**src/sv/gcf_pkg.sv**
```systemverilog
// gcf_pkg: shared types and constants for the gradient contour filter.
// No dependencies; used by every module of the block.
`default_nettype none

package gcf_pkg;

  // default build parameters
  localparam int DEF_MAX_WIDTH  = 2048;
  localparam int DEF_PIXEL_BITS = 8;

  // frame geometry
  localparam int MAX_HEIGHT = 2048;
  localparam int POS_W      = 11;   // row / column result fields

  // configuration port
  localparam int CFG_ADDR_W = 4;
  localparam int CFG_DATA_W = 12;
  localparam logic [CFG_ADDR_W-1:0] REG_IMAGE_WIDTH  = CFG_ADDR_W'(0);
  localparam logic [CFG_ADDR_W-1:0] REG_IMAGE_HEIGHT = CFG_ADDR_W'(1);

  // queue between front and back
  localparam int FIFO_DEPTH = 4;

  // what one queued pixel asks the back end to emit
  typedef struct packed {
    logic             emit_prev;  // gradient result for the row above
    logic             emit_self;  // pass-through result on the last row
    logic             frame_end;  // last pixel of the frame
    logic [POS_W-1:0] row;        // row of the input pixel
    logic [POS_W-1:0] col;        // column of the input pixel
  } gcf_ctrl_t;

endpackage

`default_nettype wire

```
**src/sv/gcf_fifo.sv**
```systemverilog
// gcf_fifo: small register queue between front and back ends.
// Depends on gcf_pkg for its depth.
`default_nettype none

module gcf_fifo #(
  parameter int DATA_W = 32
) (
  input  wire logic              clk,
  input  wire logic              rst,
  input  wire logic              push,
  input  wire logic [DATA_W-1:0] wr_data,
  output logic                   wr_ready,
  input  wire logic              pop,
  output logic [DATA_W-1:0]      rd_data,
  output logic                   rd_valid
);

  localparam int DEPTH = gcf_pkg::FIFO_DEPTH;
  localparam int AW    = $clog2(DEPTH);

  logic [DATA_W-1:0] slots [DEPTH];
  logic [AW-1:0]     wr_ptr;
  logic [AW-1:0]     rd_ptr;
  logic [AW:0]       count;
  logic              do_push;
  logic              do_pop;

  assign wr_ready = (count != (AW+1)'(DEPTH));
  assign rd_valid = (count != '0);
  assign rd_data  = slots[rd_ptr];
  assign do_push  = push && wr_ready;
  assign do_pop   = pop && rd_valid;

  always_ff @(posedge clk) begin
    if (do_push) begin
      slots[wr_ptr] <= wr_data;
    end
  end

  always_ff @(posedge clk) begin
    if (rst) begin
      wr_ptr <= '0;
      rd_ptr <= '0;
      count  <= '0;
    end else begin
      if (do_push) begin
        wr_ptr <= wr_ptr + AW'(1);
      end
      if (do_pop) begin
        rd_ptr <= rd_ptr + AW'(1);
      end
      if (do_push && !do_pop) begin
        count <= count + (AW+1)'(1);
      end else if (do_pop && !do_push) begin
        count <= count - (AW+1)'(1);
      end
    end
  end

endmodule

`default_nettype wire

```
**config.mk**
```make
export PLATFORM = sky130hd
export DESIGN_NAME = gcf_fifo
export DESIGN_NICKNAME = d
export VERILOG_FILES = /design/src/sv/gcf_pkg.sv /design/src/sv/gcf_fifo.sv
export SDC_FILE = /design/constraint.sdc
export NUM_CORES = 1
export LEC_CHECK = 0
export BUFFER_PORTS_ARGS = -buffer_cell sky130_fd_sc_hd__buf_2
export CORE_AREA = 2 2 110 112
export CTS_BUF_LIST = sky130_fd_sc_hd__clkbuf_4 sky130_fd_sc_hd__clkbuf_8 sky130_fd_sc_hd__clkbuf_16
export DETAILED_ROUTE_END_ITERATION = 7
export DIE_AREA = 0 0 112 114
export REMOVE_ABC_BUFFERS = 1
export SYNTH_ARGS = -nofsm -noshare
export SYNTH_HDL_FRONTEND = slang
export SYNTH_SLANG_ARGS = --single-unit
```
**constraint.sdc**
```tcl
create_clock -name clk -period 4.9 [get_ports clk]
set_input_delay 0.735 -clock clk [delete_from_list [all_inputs] [get_ports clk]]
set_output_delay 0.735 -clock clk [all_outputs]
set_load 0.01 [all_outputs]
```
==> results.yml <==
pwr:
  switching_share_pct: 24.5
  p_leak_uw: 0.00213
  vdd_drop_max_mv: 0.289
  switchingPower_uw: 838
  share_comb_of_total_power_pct: 19.3
  powerDensity_mw_per_mm2: 554
  power_frac_clock_pct: 36.2
  power.sequential.fraction_pct: 44.5
  p_int_uw: 2580
clocking:
  clockBufferDepth: 2
  post_cts_buffers: 0
  cts_inserted_buffers: 17
  postCtsResizedCells: 0
  cts_tree: "built"
  clk_pin_slew_ps: 50
  count_of_h_tree_levels_built_during_cts: 4
  clock_latency_ps: 410
  cts.sink_count: 137
  cts_root_buf: "clkbuf_16"
  hold_buffers: 0
worst_setup_path:
  worstSetupEndpointType: "primary output"
  largest_fanout_of_any_net_on_the_critical_path: 20
  arrival_time_at_the_worst_endpoint_ps: 2280
  critical_path.startpoint_type: "flip-flop"
  critPathKind: "reg -> out"
  cp.required_ps: 4160
cells_and_area:
  layout.area.seq_mm2: 0.00403
  layout.cells.most_common_list: "edfxtp_1 (128), buf_2 (69), mux4_2 (30)"
  nNetsFinal: 338
  num-fill-cells: 938
  synthesis_to_layout_area_growth_pct: 20.2
  number_of_inserted_diodes: 0
  multi_input_area_mm2: 0.00102
  layout_commonest_cell: "edfxtp_1"
  drive_above_1_share_pct: 44.3
sta:
  slew-limit-headroom_pct: 39.8
  fin_worst_hold_slack_ps: 523
  finalClockSkew_ps: 7.13
  max_freq_mhz: 331
  final_hold_viol_count: 0
  setup-violations-final: 0
  period_share_pct: 61.6
  timing_worst_slew_pin_value_ps: 903
  report.final.slew_viol_count: 0
  rsz0062_at_grt: "false"
  post-route-min-period_ps: 3020
  total_negative_slack_for_setup_checks_ps: 0
route:
  detail_route.first_pass.iterations: 4
  drtAntennaViolNets: 0
  vias: 2307
  vias_per_cell: 5.06
  detail_route.iter0.violations: 140
  wl_per_cell_um: 18.8
  remaining_drc_errors: 0
  wire_length_reported_by_the_detailed_router_mm: 8.56
placement:
  port-buffer-count: 69
  hpwlAfterDp_mm: 4.87
  gpl.final_weighted_congestion: 0.671
grt:
  first_pass_grt_wire_length_mm: 13.5
  grt_pass1_vias: 2452
  antenna_violations_before_repair: 0
  grt_overflow: 0
  pin_count_of_the_biggest_net_entering_global_routing: 33
  grt_usage_pct: 14.5
logic_synthesis:
  synth_cells: 215
  synth_area_per_cell_um2: 23.9
  synthesis.area_mm2: 0.00514
  ys_ff_latch: 137
  synth.yosys.seq_area_share_pct: 78.3
  yosysUniqueCellTypes: 24
  yosysWarningCount: 0
flow_run:
  max_cap_check_violation_count: 0
floorplan:
  core_mm2: 0.0117
  ioPinCount: 70
  starting_density_pct: 43.9
  fp.dieW_um: 112
  number_of_placement_rows: 40
  area_of_the_die_mm2: 0.0128
  die_height_um: 114
hold_path:
  worst_min_delay_path_category: "reg -> reg"
outcome:
  run_status: "complete, no violations"
==> layer usage <==
metal / track usage (%) / share of wire (%)
met5: 0 / 0
met4: 6.34 / 1.3
met1: 18.9 / 45
met2: 21.9 / 48
met3: 5.58 / 5.6
==> layout make-up <==
| type | count | area share [%] |
|---|---|---|
| Sequential cell | 137 | 65.2 |
| Multi-Input combinational cell | 67 | 16.5 |
| Clock buffer | 21 | 7.38 |
| Timing Repair Buffer | 70 | 5.71 |
| Tap cell | 147 | 2.98 |
| Clock inverter | 11 | 2.09 |
| Inverter | 3 | 0.182 |
==> final timing paths <==
kind / startpoint / end / slack [ps] / cells after the start
worst max register to register: count[0] / count[2] / 2690 / 8
worst min-delay path: wr_ptr[1] / wr_ptr[1] / 520 / 2
worst max-delay path: flip-flop / rd_data[28] / 1880 / 3
worst min register to register: wr_ptr[1] / wr_ptr[1] / 520 / 2
==> cells by family after synthesis <==
| kind of cell | synth area share (%) |
|---|---|
| DFF | 78.3 |
| xor gates and xnor gates | 0.682 |
| adders and majority gates | 1.61 |
| muxes | 14.8 |
| AOI/OAI and AO/OA | 0.974 |
| and+or+nand+nor | 1.63 |
| buffers and inverters | 1.97 |
==> worst max-delay path: stages, from the launching register on <==
cell and delay, ps:
dfxtp_2 630, buf_4 460, mux4_1 620, buf_2 160
==> per-stage QoR <==
stage / setup slack, ps / cells / area (um2) / utilization [%] / total power, uW
after floorplan: 1990 / 207 / 5050 / - / 1970
after global placement: 2210 / 424 / 5590 / 47.7 / 2220
after detailed placement: 2200 / 424 / 5590 / 47.7 / 2230
after CTS: 1770 / 456 / 6170 / 52.7 / 3470
after global routing: 1670 / 456 / 6170 / 52.7 / 3590
final: 1880 / 456 / 6170 / 52.7 / 3420
==> flip-flops by register name (all words and copies together), names as in the netlist, named ones only <==
register	cells
count	3
rd_ptr	2
wr_ptr	2
slots	128
==> power groups by stage <==
stage	Combinational, uW	Sequential, uW	Clock (uW)
after detailed placement	678	1550	0
after CTS	681	1530	1270
after global placement	678	1540	0
after floorplan	419	1550	0
after global routing	728	1540	1320
final	661	1520	1240
==> Yosys cell counts <==
library cell / count / area, um2
mux2i_1: 2 / 20.0
xor2_1: 4 / 35.0
mux4_1: 2 / 52.6
o31ai_2: 1 / 12.5
ha_1: 5 / 62.6
and2_1: 4 / 25.0
a21oi_1: 1 / 5.00
o21ai_0: 1 / 5.00
buf_12: 3 / 60.1
o311ai_1: 1 / 8.76
nor2_1: 8 / 30.0
buf_2: 3 / 15.0
dfxtp_1: 9 / 180
edfxtp_1: 128 / 3840
mux2_1: 1 / 11.3
or3_1: 2 / 12.5
nand2_1: 1 / 3.75
nand2b_1: 2 / 12.5
a21boi_4: 1 / 18.8
mux4_2: 30 / 676
buf_6: 1 / 11.3
inv_1: 3 / 11.3
clkbuf_1: 1 / 3.75
fa_1: 1 / 20.0
No activity file was read; power rests on OpenSTA's default activity.
