**src/sv/gcf_pkg.sv**
```systemverilog
// gcf_pkg: shared types and constants for the gradient contour filter.
// No dependencies; used by every module of the block.
`default_nettype none

package gcf_pkg;

  // default build parameters
  localparam int DEF_MAX_WIDTH  = 2048;
  localparam int DEF_PIXEL_BITS = 8;

  // frame geometry
  localparam int MAX_HEIGHT = 2048;
  localparam int POS_W      = 11;   // row / column result fields

  // configuration port
  localparam int CFG_ADDR_W = 4;
  localparam int CFG_DATA_W = 12;
  localparam logic [CFG_ADDR_W-1:0] REG_IMAGE_WIDTH  = CFG_ADDR_W'(0);
  localparam logic [CFG_ADDR_W-1:0] REG_IMAGE_HEIGHT = CFG_ADDR_W'(1);

  // queue between front and back
  localparam int FIFO_DEPTH = 4;

  // what one queued pixel asks the back end to emit
  typedef struct packed {
    logic             emit_prev;  // gradient result for the row above
    logic             emit_self;  // pass-through result on the last row
    logic             frame_end;  // last pixel of the frame
    logic [POS_W-1:0] row;        // row of the input pixel
    logic [POS_W-1:0] col;        // column of the input pixel
  } gcf_ctrl_t;

endpackage

`default_nettype wire

```
**src/sv/gcf_back.sv**
```systemverilog
// gcf_back: expands queued pixels into one or two results, output register.
// Depends on gcf_pkg.
`default_nettype none

module gcf_back #(
  parameter int PIXEL_BITS = gcf_pkg::DEF_PIXEL_BITS
) (
  input  wire logic                        clk,
  input  wire logic                        rst,
  // queue pop side
  input  wire logic                        head_valid,
  input  wire gcf_pkg::gcf_ctrl_t          head_ctrl,
  input  wire logic [PIXEL_BITS:0]         head_grad,
  input  wire logic [PIXEL_BITS-1:0]       head_pix,
  output logic                             head_pop,
  // result channel
  output logic                             out_valid,
  input  wire logic                        out_stall,
  output logic [PIXEL_BITS:0]              edge_value,
  output logic [gcf_pkg::POS_W-1:0]        out_row,
  output logic [gcf_pkg::POS_W-1:0]        out_col,
  output logic                             frame_last
);

  localparam int PW = gcf_pkg::POS_W;

  logic phase;      // 1: gradient result already sent, pass-through next
  logic load;
  logic fire;
  logic send_prev;

  assign load      = !out_valid || !out_stall;
  assign fire      = head_valid && load;
  assign send_prev = head_ctrl.emit_prev && !phase;
  assign head_pop  = fire && !(send_prev && head_ctrl.emit_self);

  always_ff @(posedge clk) begin
    if (rst) begin
      out_valid <= 1'b0;
      phase     <= 1'b0;
    end else begin
      if (load) begin
        out_valid <= fire;
      end
      if (fire) begin
        phase <= send_prev && head_ctrl.emit_self;
      end
    end
  end

  always_ff @(posedge clk) begin
    if (fire) begin
      out_col <= head_ctrl.col;
      if (send_prev) begin
        edge_value <= head_grad;
        out_row    <= head_ctrl.row - PW'(1);
        frame_last <= 1'b0;
      end else begin
        edge_value <= {1'b0, head_pix};
        out_row    <= head_ctrl.row;
        frame_last <= head_ctrl.frame_end;
      end
    end
  end

endmodule

`default_nettype wire

```
**config.mk**
```make
export PLATFORM = sky130hd
export DESIGN_NAME = gcf_back
export DESIGN_NICKNAME = d
export VERILOG_FILES = /design/src/sv/gcf_pkg.sv /design/src/sv/gcf_back.sv
export SDC_FILE = /design/constraint.sdc
export NUM_CORES = 1
export LEC_CHECK = 0
export BUFFER_PORTS_ARGS = -buffer_cell sky130_fd_sc_hd__buf_2
export CAP_MARGIN = 25
export CORE_AREA = 4 4 79 81
export DETAILED_ROUTE_END_ITERATION = 10
export DIE_AREA = 0 0 83 85
export PLACE_DENSITY_LB_ADDON = 0.2
export SLEW_MARGIN = 0
export SYNTH_ARGS = -nofsm -noshare
export SYNTH_HDL_FRONTEND = slang
export SYNTH_SLANG_ARGS = --single-unit
export TNS_END_PERCENT = 30
```
**constraint.sdc**
```tcl
create_clock -name clk -period 3.7 [get_ports clk]
set_input_delay 0.37 -clock clk [delete_from_list [all_inputs] [get_ports clk]]
set_output_delay 0.37 -clock clk [all_outputs]
set_load 0.03 [all_outputs]
```
==> metrics.md <==
| Metric | Value |
|---|---|
| Status | finished clean |
| Total Routed Length | ~3000 um |
| Residual DRC | 0 |
| P&R area growth vs syn | 47.64% |
| Die area | roughly 0.0071 mm^2 |
| Vias in the first global route | slightly above 1000 |
| Commonest non-fill, non-tap cells in the layout | buf_2, edfxtp_1, mux2_2, xor2_1 |
| Final Util | 0.3649 |
| GRT overflow | 0 |
| Layout Cells excl Fill | ~240 |
| DR iter-0 viols | 16 |
| Synth Instances | between 80 and 90 |
| Worst Skew | around 0.0036 ns |
| Initial antenna violation count | 0 |
| CTS Root Cell | clkbuf_8 |
| First-pass DRT Iterations | 4 |
| Post-DP HPWL | 2428 um |
| Worst Hold Class | input port to register |
| Die Ht | around 85 um |
| Synth warn | 0 |
| Net switching power | about 230 uW |
| Via Count | slightly below 1000 |
| WP data required | 3.33 ns |
| Clk slew on worst S/H paths | 0.07 ns |
| Placed instance area | ~0.0019 mm^2 |
| Tmin final | about 1.6 ns |
| Wire length on met3 | around 250 um |
| Clock Path Buffers | 2 |
| Final setup TNS | 0 ns |
| Post-Syn Nets | 132 |
| CTS tree | built |
| Share of cells above drive strength 1 | 0.5756 |
| Post-route cell area | 0.001997 mm^2 |
| Worst EP arrival | 1.20 ns |
| GP Congestion | about 0.72 |
| Most common cell after layout, fill and taps aside | buf_2 |
| Synthesized flop and latch total | 34 |
| DR vias/cell | around 4 |
| First-pass GRT wire length | between 4000 and 5000 um |
| Final Hold Viols | 0 |
| Post-Syn Area per Cell | between 15 and 20 um^2 |
| Post-cts resize count | 0 |
| Wirelength per Cell | between 10 and 15 um |
| FP Rows | 27 |
| Placed cells | 236 |
| Post-CTS Setup Inserts | 0 |
| Met1 Wirelength | around 1100 um |
| # diodes | 0 |
| Tcrit/Tclk final | 0.4251 |
| Top sig layer | met4 |
| Total of max-cap violations | 0 |
| Initial Util | 0.2471 |
| Setup ws final | between 2 and 2.5 ns |
| Post-synthesis sequential area ratio | 0.7401 |
| Internal power | roughly 770 uW |
| Clk Latency, worst-skew pair | 0.28 ns |
| # hold bufs at CTS | 0 |
| Synth Cell Area | around 0.0014 mm^2 |
| Peak supply drop | around 0.00015 V |
| CTS buffer count | 5 |
| Core box area | roughly 0.0055 mm^2 |
| GRT Util Overall | 0.08552 |
| Clock power frac | 0.401 |
| Peak Freq | around 640 MHz |
| Crit Path Max Fanout | 18 |
| # nets final | about 220 |
| Largest net degree at the start of global routing | 19 |
| Sw frac | 0.2295 |
| Die Wd | 83 um |
| Worst setup EP type | output pin |
| Final setup viols | 0 |
| Slew @ Worst Pin | ~0.75 ns |
| Hold depth | 2 |
| IO Pins | 80 |
| RSZ-0062 raised after global routing | false |
| Power share of the combinational group | 0.142 |
| Met2 Wirelength | 1652 um |
| Clock sink count | 34 |
| CP Class | register to output pin |
| Leakage | ~0.00087 uW |
| Worst slack, placed | about 1.9 ns |
| Number of routed nets with antenna violations | 0 |
| Cell Pwr Density | 500.1 mW/mm^2 |
| H-tree levels | 2 |
| Netlist cell types | 21 |
| PortBufs | 79 |
| Worst relative slew slack | 0.5015 |
| CP Launch Type | register |
| Max-slew violations | 0 |
| Sequential power share | 0.458 |
| R2R depth | 4 |
==> metal layers <==
| metal | up-vias | track usage |
|---|---|---|
| met1 | 449 | 0.08022 |
| met5 | - | 0 |
| met4 | 0 | 0.04458 |
| li1 | 479 | - |
| met2 | 45 | 0.1552 |
| met3 | 5 | 0.03981 |
==> registers in the layout, summed over array words and instances, names as in the netlist <==
signal,flops
out_valid,1
out_row,11
out_col,11
phase,1
edge_value,9
frame_last,1
==> stage by stage <==
step	total power [uW]	hold WS, ns
final	998.6	0.2471
after global routing	1040	0.2377
after CTS	1015	0.2367
after detailed placement	610.0	0.4503
after global placement	603.2	0.4389
after floorplan	548.7	0.4306
==> logic make-up after synthesis <==
family / synth area share
flip-flops: 0.7401
AND/OR/NAND/NOR: 0.09621
XOR/XNOR: 0.05828
AO/OA/AOI/OAI: 0.01480
multiplexers: 0.06661
adder cells (fa/ha/maj): 0.009249
buffers and inverters: 0.01479
==> Yosys cell counts, drive strengths merged <==
cell    count  area share
ha          1      0.0092
buf         2      0.0065
nor2b       2      0.0092
xor2        7       0.045
nand3b      1      0.0056
nand2       6       0.017
a21oi       4       0.015
mux2        8       0.067
dfxtp       2       0.030
xnor2       2       0.013
inv         3      0.0083
and2        1      0.0046
edfxtp     32        0.71
nor4        1      0.0046
or4         1      0.0083
or3         1      0.0083
nand3       2      0.0074
nor3        3       0.015
nor2        6       0.017
==> worst max-delay path: stages, from the launching register on <==
cell     delay (ns)
dfxtp_1        0.31
nor2b_1        0.10
buf_4          0.24
a21oi_1        0.09
buf_2          0.18
==> area by class of cell <==
type,count,area (um^2)
well taps,72,90.09
multi-input cells,46,331.6
repair buffers,81,430.4
inverters,3,11.26
flip-flops and latches,34,1001
fillers,572,3476
clock inverters,3,63.81
clock buffers,5,68.82
==> worst paths after layout <==
path                                end                    from  slack, ns
setup / recovery               head_pop      phase$_SDFFE_PP0P_       2.13
hold / removal       phase$_SDFFE_PP0P_                     rst       0.25
setup reg to reg  out_row[10]$_DFFE_PP_  out_valid$_SDFFE_PP0N_       2.14
hold reg to reg      phase$_SDFFE_PP0P_      phase$_SDFFE_PP0P_       0.46
==> power by group through the flow <==
| stage | Clock (uW) | Sequential, uW | Combinational [uW] |
|---|---|---|---|
| 5_1_grt | 430 | 459 | 152 |
| 3_3_place_gp | 0 | 466 | 138 |
| 6_report | 400 | 457 | 141 |
| 2_1_floorplan | 0 | 515 | 33.4 |
| 3_5_place_dp | 0 | 466 | 144 |
| 4_1_cts | 413 | 457 | 145 |
Power figures use the tool's default switching activity.
